`config.mk`:
```
export PLATFORM = sky130hd
export DESIGN_NAME = ipv4_range_text_parser
export DESIGN_NICKNAME = d
export VERILOG_FILES = /design/src/design/ivp_pkg.sv /design/src/design/ivp_core.sv /design/src/design/ipv4_range_text_parser.sv
export SDC_FILE = /design/constraint.sdc
export NUM_CORES = 1
export LEC_CHECK = 0
export BUFFER_PORTS_ARGS = -buffer_cell sky130_fd_sc_hd__buf_2
export CAP_MARGIN = 20
export CORE_ASPECT_RATIO = 2
export CORE_UTILIZATION = 26
export CTS_CLUSTER_DIAMETER = 80
export CTS_CLUSTER_SIZE = 12
export DETAILED_ROUTE_END_ITERATION = 8
export HOLD_SLACK_MARGIN = 0.03
export PLACE_DENSITY = 0.46
export SYNTH_ARGS = -nofsm -noshare
export SYNTH_HDL_FRONTEND = slang
export SYNTH_HIERARCHICAL = 1
export SYNTH_SLANG_ARGS = --single-unit
```
`constraint.sdc`:
```
create_clock -name aclk -period 15.51 [get_ports aclk]
set_input_delay 3.102 -clock aclk [delete_from_list [all_inputs] [get_ports aclk]]
set_output_delay 3.102 -clock aclk [all_outputs]
set_load 0.05 [all_outputs]
```
`src/design/ivp_pkg.sv`:
```
// Package for the IPv4 range text parser: payload types, phase and status codes, constants.
package ivp_pkg;

    localparam int LENGTH_BITS_DEF = 8;

    localparam logic [7:0] CHAR_DOT    = 8'h2E;
    localparam logic [7:0] CHAR_HYPHEN = 8'h2D;
    localparam logic [7:0] CHAR_SLASH  = 8'h2F;
    localparam logic [7:0] CHAR_ZERO   = 8'h30;
    localparam logic [7:0] CHAR_NINE   = 8'h39;

    localparam logic [11:0] OCTET_MAX  = 12'd255;
    localparam logic [11:0] PREFIX_MAX = 12'd32;
    localparam logic [7:0]  USED_MAX   = 8'd255;

    typedef enum logic [2:0] {
        PH_IDLE   = 3'd0,
        PH_FIRST  = 3'd1,
        PH_SECOND = 3'd2,
        PH_PREFIX = 3'd3
    } phase_t;

    typedef enum logic [2:0] {
        ST_OK       = 3'd0,
        ST_SYNTAX   = 3'd1,
        ST_OCTET    = 3'd2,
        ST_REVERSED = 3'd3,
        ST_PREFIX   = 3'd4,
        ST_HOSTBITS = 3'd5
    } status_t;

    typedef struct packed {
        logic [7:0] ch;
        logic       start_req;
    } in_item_t;

    typedef struct packed {
        logic [2:0]  status;
        logic [31:0] first_addr;
        logic [31:0] last_addr;
        logic [7:0]  used_length;
    } out_item_t;

endpackage

```
`src/design/ivp_core.sv`:
```
// Parser state registers and the one-character step logic.
module ivp_core #(
    parameter int LENGTH_BITS = 8
) (
    input  logic              aclk,
    input  logic              aresetn,
    input  logic              step_en,
    input  ivp_pkg::in_item_t item,
    output logic              res_valid,
    output ivp_pkg::out_item_t res_item
);
    import ivp_pkg::*;

    localparam logic [LENGTH_BITS-1:0] CNT_MAX = {LENGTH_BITS{1'b1}};

    phase_t                 phase_reg, phase_next;
    logic [1:0]             idx_reg, idx_next;
    logic [8:0]             acc_reg, acc_next;
    logic                   seen_reg, seen_next;
    logic [31:0]            lo_reg, lo_next;
    logic [31:0]            hi_reg, hi_next;
    logic [LENGTH_BITS-1:0] cnt_reg, cnt_next;

    // state as seen by this character (a start flag restarts the record)
    phase_t                 e_phase;
    logic [1:0]             e_idx;
    logic [8:0]             e_acc;
    logic                   e_seen;
    logic [31:0]            e_lo, e_hi;
    logic [LENGTH_BITS-1:0] e_cnt;

    logic                   dig;
    logic [3:0]             dval;
    logic [11:0]            prod;
    logic [LENGTH_BITS-1:0] cnt_inc;
    logic [31:0]            addr_cur, addr_shift, mask;
    logic [15:0]            cnt_wide;
    logic                   emit;

    assign e_phase = item.start_req ? PH_FIRST : phase_reg;
    assign e_idx   = item.start_req ? 2'd0 : idx_reg;
    assign e_acc   = item.start_req ? 9'd0 : acc_reg;
    assign e_seen  = item.start_req ? 1'b0 : seen_reg;
    assign e_lo    = item.start_req ? 32'd0 : lo_reg;
    assign e_hi    = item.start_req ? 32'd0 : hi_reg;
    assign e_cnt   = item.start_req ? '0 : cnt_reg;

    assign dig  = (item.ch >= CHAR_ZERO) && (item.ch <= CHAR_NINE);
    assign dval = dig ? 4'(item.ch - CHAR_ZERO) : 4'd0;
    // acc * 10 + digit as two shifts and adds
    assign prod = {e_acc, 3'b000} + {2'b00, e_acc, 1'b0} + {8'd0, dval};

    assign cnt_inc    = (e_cnt == CNT_MAX) ? e_cnt : e_cnt + 1'b1;
    assign addr_cur   = (e_phase == PH_FIRST) ? e_lo : e_hi;
    assign addr_shift = {addr_cur[23:0], e_acc[7:0]};
    assign mask       = (e_acc >= 9'd32) ? 32'd0 : (32'hFFFF_FFFF >> e_acc[4:0]);
    assign cnt_wide   = 16'(e_cnt);

    // result decode
    always_comb begin
        emit                 = 1'b0;
        res_item.status      = ST_OK;
        res_item.first_addr  = 32'd0;
        res_item.last_addr   = 32'd0;
        res_item.used_length = (cnt_wide > 16'(USED_MAX)) ? USED_MAX : cnt_wide[7:0];
        unique case (e_phase)
            PH_FIRST, PH_SECOND: begin
                if (dig) begin
                    if (prod > OCTET_MAX) begin
                        emit            = 1'b1;
                        res_item.status = ST_OCTET;
                    end
                end else if (!e_seen) begin
                    emit            = 1'b1;
                    res_item.status = ST_SYNTAX;
                end else if (e_idx != 2'd3) begin
                    if (item.ch != CHAR_DOT) begin
                        emit            = 1'b1;
                        res_item.status = ST_SYNTAX;
                    end
                end else if (e_phase == PH_FIRST) begin
                    if (item.ch != CHAR_HYPHEN && item.ch != CHAR_SLASH) begin
                        emit                = 1'b1;
                        res_item.first_addr = addr_shift;
                        res_item.last_addr  = addr_shift;
                    end
                end else begin
                    emit = 1'b1;
                    if (e_lo > addr_shift) begin
                        res_item.status = ST_REVERSED;
                    end else begin
                        res_item.first_addr = e_lo;
                        res_item.last_addr  = addr_shift;
                    end
                end
            end
            PH_PREFIX: begin
                if (dig) begin
                    if (prod > PREFIX_MAX) begin
                        emit            = 1'b1;
                        res_item.status = ST_PREFIX;
                    end
                end else begin
                    emit = 1'b1;
                    if ((e_lo & mask) != 32'd0) begin
                        res_item.status = ST_HOSTBITS;
                    end else begin
                        res_item.first_addr = e_lo;
                        res_item.last_addr  = e_lo | mask;
                    end
                end
            end
            default: begin
                emit = 1'b0;
            end
        endcase
        res_valid = emit;
    end

    // next state
    always_comb begin
        phase_next = e_phase;
        idx_next   = e_idx;
        acc_next   = e_acc;
        seen_next  = e_seen;
        lo_next    = e_lo;
        hi_next    = e_hi;
        cnt_next   = e_cnt;
        if (emit) begin
            phase_next = PH_IDLE;
        end else if (e_phase != PH_IDLE) begin
            cnt_next = cnt_inc;
            if (dig) begin
                acc_next  = prod[8:0];
                seen_next = 1'b1;
            end else if (e_phase == PH_FIRST || e_phase == PH_SECOND) begin
                acc_next  = 9'd0;
                seen_next = 1'b0;
                if (e_phase == PH_FIRST) begin
                    lo_next = addr_shift;
                end else begin
                    hi_next = addr_shift;
                end
                if (e_idx != 2'd3) begin
                    idx_next = e_idx + 2'd1;
                end else if (item.ch == CHAR_HYPHEN) begin
                    phase_next = PH_SECOND;
                    idx_next   = 2'd0;
                end else begin
                    phase_next = PH_PREFIX;
                end
            end
        end
    end

    always_ff @(posedge aclk) begin
        if (!aresetn) begin
            phase_reg <= PH_IDLE;
            idx_reg   <= 2'd0;
            acc_reg   <= 9'd0;
            seen_reg  <= 1'b0;
            lo_reg    <= 32'd0;
            hi_reg    <= 32'd0;
            cnt_reg   <= '0;
        end else if (step_en) begin
            phase_reg <= phase_next;
            idx_reg   <= idx_next;
            acc_reg   <= acc_next;
            seen_reg  <= seen_next;
            lo_reg    <= lo_next;
            hi_reg    <= hi_next;
            cnt_reg   <= cnt_next;
        end
    end

endmodule

```
`src/design/ipv4_range_text_parser.sv`:
```
// Top level of the IPv4 range text parser: input register, parser core, result register.
//
//   channel | ports                       | transfer carries
//   --------+-----------------------------+-----------------------------------------
//   input   | s_valid, s_ready, s_item    | one character and its start flag
//   result  | m_valid, m_ready, m_item    | status, first/last address, used length
//
// One character per cycle sustained while the result side is not stalled.
// A character is captured in the input register, then runs through the
// parser step logic once the result slot is free and, if it ends a record,
// lands in the result register, which drives m_valid. Characters that end
// no record leave no result.
// aresetn (synchronous, active low) empties both registers and parks the
// parser idle. A stalled result holds the input register; s_ready follows
// m_ready combinationally through that one stage.
module ipv4_range_text_parser #(
    parameter int LENGTH_BITS = ivp_pkg::LENGTH_BITS_DEF
) (
    input  logic               aclk,
    input  logic               aresetn,
    input  logic               s_valid,
    output logic               s_ready,
    input  ivp_pkg::in_item_t  s_item,
    output logic               m_valid,
    input  logic               m_ready,
    output ivp_pkg::out_item_t m_item
);
    import ivp_pkg::*;

    logic      in_valid_reg;
    in_item_t  in_item_reg;
    logic      out_valid_reg;
    out_item_t out_item_reg;

    logic      advance;
    logic      res_valid;
    out_item_t res_item;

    // the held character steps the parser once the result slot is free
    assign advance = in_valid_reg && (!out_valid_reg || m_ready);
    assign s_ready = !in_valid_reg || advance;

    always_ff @(posedge aclk) begin
        if (!aresetn) begin
            in_valid_reg <= 1'b0;
        end else if (s_ready) begin
            in_valid_reg <= s_valid;
        end
    end

    always_ff @(posedge aclk) begin
        if (s_ready && s_valid) begin
            in_item_reg <= s_item;
        end
    end

    ivp_core #(
        .LENGTH_BITS(LENGTH_BITS)
    ) u_core (
        .aclk     (aclk),
        .aresetn  (aresetn),
        .step_en  (advance),
        .item     (in_item_reg),
        .res_valid(res_valid),
        .res_item (res_item)
    );

    // result register: loads on a result, clears when taken with nothing new
    always_ff @(posedge aclk) begin
        if (!aresetn) begin
            out_valid_reg <= 1'b0;
        end else if (advance && res_valid) begin
            out_valid_reg <= 1'b1;
        end else if (m_ready) begin
            out_valid_reg <= 1'b0;
        end
    end

    always_ff @(posedge aclk) begin
        if (advance && res_valid) begin
            out_item_reg <= res_item;
        end
    end

    assign m_valid = out_valid_reg;
    assign m_item  = out_item_reg;

endmodule
```
==> summary.md <==
| Metric | Value |
|---|---|
| WS Path Type | in -> out |
| GRT Total Usage | 19.2% |
| Crit path capture type | primary output |
| Synth unique cells | 77 |
| Initial antenna violation count | 1 |
| Worst-case vdd ir drop | between 70 and 80 µV |
| CTS tree | done |
| Switching Fraction | 26.3% |
| Post-DRT Antenna Nets | 0 |
| Die Footprint | approximately 36000 µm² |
| # H-tree levels | 4 |
| Mapped Nets | 1002 |
| Pins Over Slew Limit | 0 |
| First-iteration detailed-routing DRC count | 523 |
| Sum Neg Setup Slack | 0 ns |
| Hold Slack | 0.477 ns |
| Post-synthesis cell count | 936 |
| Final setup vio count | 0 |
| Commonest non-fill, non-tap cell in the layout | buf_2 |
| Yosys reg bits | 165 |
| RSZ-0062 raised after global routing | no |
| IO buf count | 89 |
| Post-synth EDFFs | 84 |
| Gate power share | under 10% |
| Clk root buf | clkbuf_16 |
| Global-route wire length before repair | 50200 µm |
| Cell count after placement | 1428 |
| DRT Wirelength | 34100 µm |
| Starting density of the core | a little over a quarter |
| Cts hold-fix bufs | 0 |
| Vias in the first global route | 8045 |
| Via count | 7890 |
| Clock Tree Buf Depth | 2 |
| P_int | approximately 0.00070 W |
| Io pins | 90 |
| Largest net degree at the start of global routing | 76 |
| Placer Congestion | 0.918 |
| Clock network fraction of design power | 43.7% |
| # diodes | 0 |
| Switching pwr | between 0.0002 and 0.00025 W |
| Setup bufs post-CTS | 0 |
| HPWL Detailed | 25100 µm |
| CP Data Arrival Time | 3.64 ns |
| Most frequent cells in the layout | buf_2, nand2_1, edfxtp_1 |
| Achievable frequency | 0.148 GHz |
| Die Height | 269 µm |
| Non-filler cells, final | 1460 |
| DRC violations left | 0 |
| Clk sink count | 165 |
| Reg2reg path depth | 14 |
| Leak | 4.17 nW |
| Avg Synthesized Cell Area | 9.90 µm² |
| Layout cell share with drive strength beyond 1 | a little under a fifth |
| Max cap viols | 0 |
| Final worst path period share | 43.5% |
| Worst hold stages | 1 |
| Clock Latency Late Sink | around 0.45 ns |
| Hold Fails Final Rpt | 0 |
| Nets | 1068 |
| Total grt overflow | 0 |
| CTS clk-pin slew, worst paths | 0.07 ns |
| # rows | 97 |
| Worst slew margin | 22.5% |
| Fin crit period | approximately 6.7 ns |
| Drt pass-1 iters | 5 |
| Synth warnings | 6 |
| Top FF cell, synth | edfxtp_1 |
| Mapped Area | 9270 µm² |
| Post-synth ARST share | 0% |
| Slew of the pin with the lowest slew margin | around 1.2 ns |
| Routed len/inst | 23.4 µm |
| Worst Setup Start Kind | primary input |
| Drt via density | 5.40 |
| Worst EP required | ~12 ns |
| Die width | 135 µm |
| Outcome | finished, final reports clean |
| Core area | 35100 µm² |
| Pwr dens | 88.8 nW/µm² |
| Final Util | 30.4% |
| P&R area growth vs syn | 15.2% |
| Total CTS buffers | 17 |
| Post-CTS sizing | 0 |
| Max reg flops | 75 |
| Sequential share of power | between 40% and 50% |
| Fin Clk Skew | 0.0122 ns |
| Sequential cell area fraction in the yosys report | 44.7% |
| CP max FO | 3 |
| Hold/Removal Path Class | reg -> reg |
power groups by stage:
| stage | logic (W) | clock network, W | registers (W) |
|---|---|---|---|
| detailed placement | 0.0000661 | 0 | 0.000478 |
| global placement | 0.0000659 | 0 | 0.000478 |
| global route | 0.0000698 | 0.000442 | 0.000469 |
| floorplan | 0.0000263 | 0 | 0.000499 |
| CTS | 0.0000662 | 0.000426 | 0.000468 |
| finish | 0.0000657 | 0.000414 | 0.000468 |
synthesized netlist by cell type, types with 4 or more instances:
cell	count	share of area, %
buf_4	4	0.32
buf_6	6	0.73
nand3_1	23	1.2
dfxtp_1	81	18
xnor2_1	4	0.38
nor3b_1	7	0.57
a21oi_1	50	2.7
a211oi_1	9	0.73
buf_1	5	0.20
a32o_1	4	0.43
a31oi_1	9	0.61
nand4_1	11	0.74
o2bb2ai_1	15	1.4
o31a_1	4	0.38
a21o_1	7	0.57
and2_1	7	0.47
a31o_2	6	0.57
nor2_1	55	2.2
nor3_1	16	0.86
a22o_1	66	6.2
nand2_1	85	3.4
o211ai_1	4	0.32
buf_2	12	0.65
o21ai_0	43	2.3
edfxtp_1	84	27
nand2b_1	5	0.34
a22oi_1	4	0.32
mux2i_1	6	0.65
nor2b_1	46	3.1
inv_1	33	1.3
mux2_2	24	2.9
and3_1	10	0.68
nor4_1	4	0.27
o22ai_1	36	2.4
clkbuf_1	31	1.3
ha_1	51	6.9
per-stage QoR:
| stage | setup WS (ns) | power [W] | area (µm²) |
|---|---|---|---|
| finish | 8.77 | 0.000948 | 10700 |
| global route | 8.71 | 0.000981 | 10700 |
| CTS | 8.76 | 0.000961 | 10700 |
| detailed placement | 8.77 | 0.000544 | 10100 |
| global placement | 8.76 | 0.000544 | 10100 |
| floorplan | 8.14 | 0.000525 | 9270 |
area by class of cell:
cell class,count,area [µm²]
clock buffer,20,468
clock inverter,12,95.1
fill,3653,24400
inverter,36,135
multi-input combinational,677,4710
sequential,165,4140
tap,445,557
timing repair buffer,105,566
kinds of logic after synthesis:
logic type,Yosys count,share of synthesized area (%)
AO/OA/AOI/OAI,297,23.0
adder cells (fa/ha/maj),54,7.43
AND/OR/NAND/NOR,291,16.2
multiplexers,30,3.57
buffers and inverters,94,4.62
XOR/XNOR,5,0.473
flip-flops,165,44.7
critical path, stage by stage:
cell	delay, ns
buf_2	0.12
nor2b_4	0.14
nand2_1	0.07
buf_2	0.21
path summary, 6_finish.rpt:
kind / startpoint / end / slack, ns
setup / recovery: m_ready / s_ready / 8.77
hold reg to reg: u_core/hi_reg[22] / u_core/hi_reg[22] / 0.48
setup reg to reg: in_item_reg[0] / u_core/hi_reg[8] / 9.26
hold / removal: u_core/hi_reg[22] / u_core/hi_reg[22] / 0.48
per-layer routing:
metal | vias up | GRT usage (%) | wire length (µm)
met2 | 235 | 36.2 | 18900
met4 | 0 | 14.9 | 2480
met5 | - | 0 | 0
met3 | 93 | 3.27 | 1110
met1 | 3883 | 17.9 | 11600
li1 | 3679 | - | -
(Power assumes the default switching activity.)
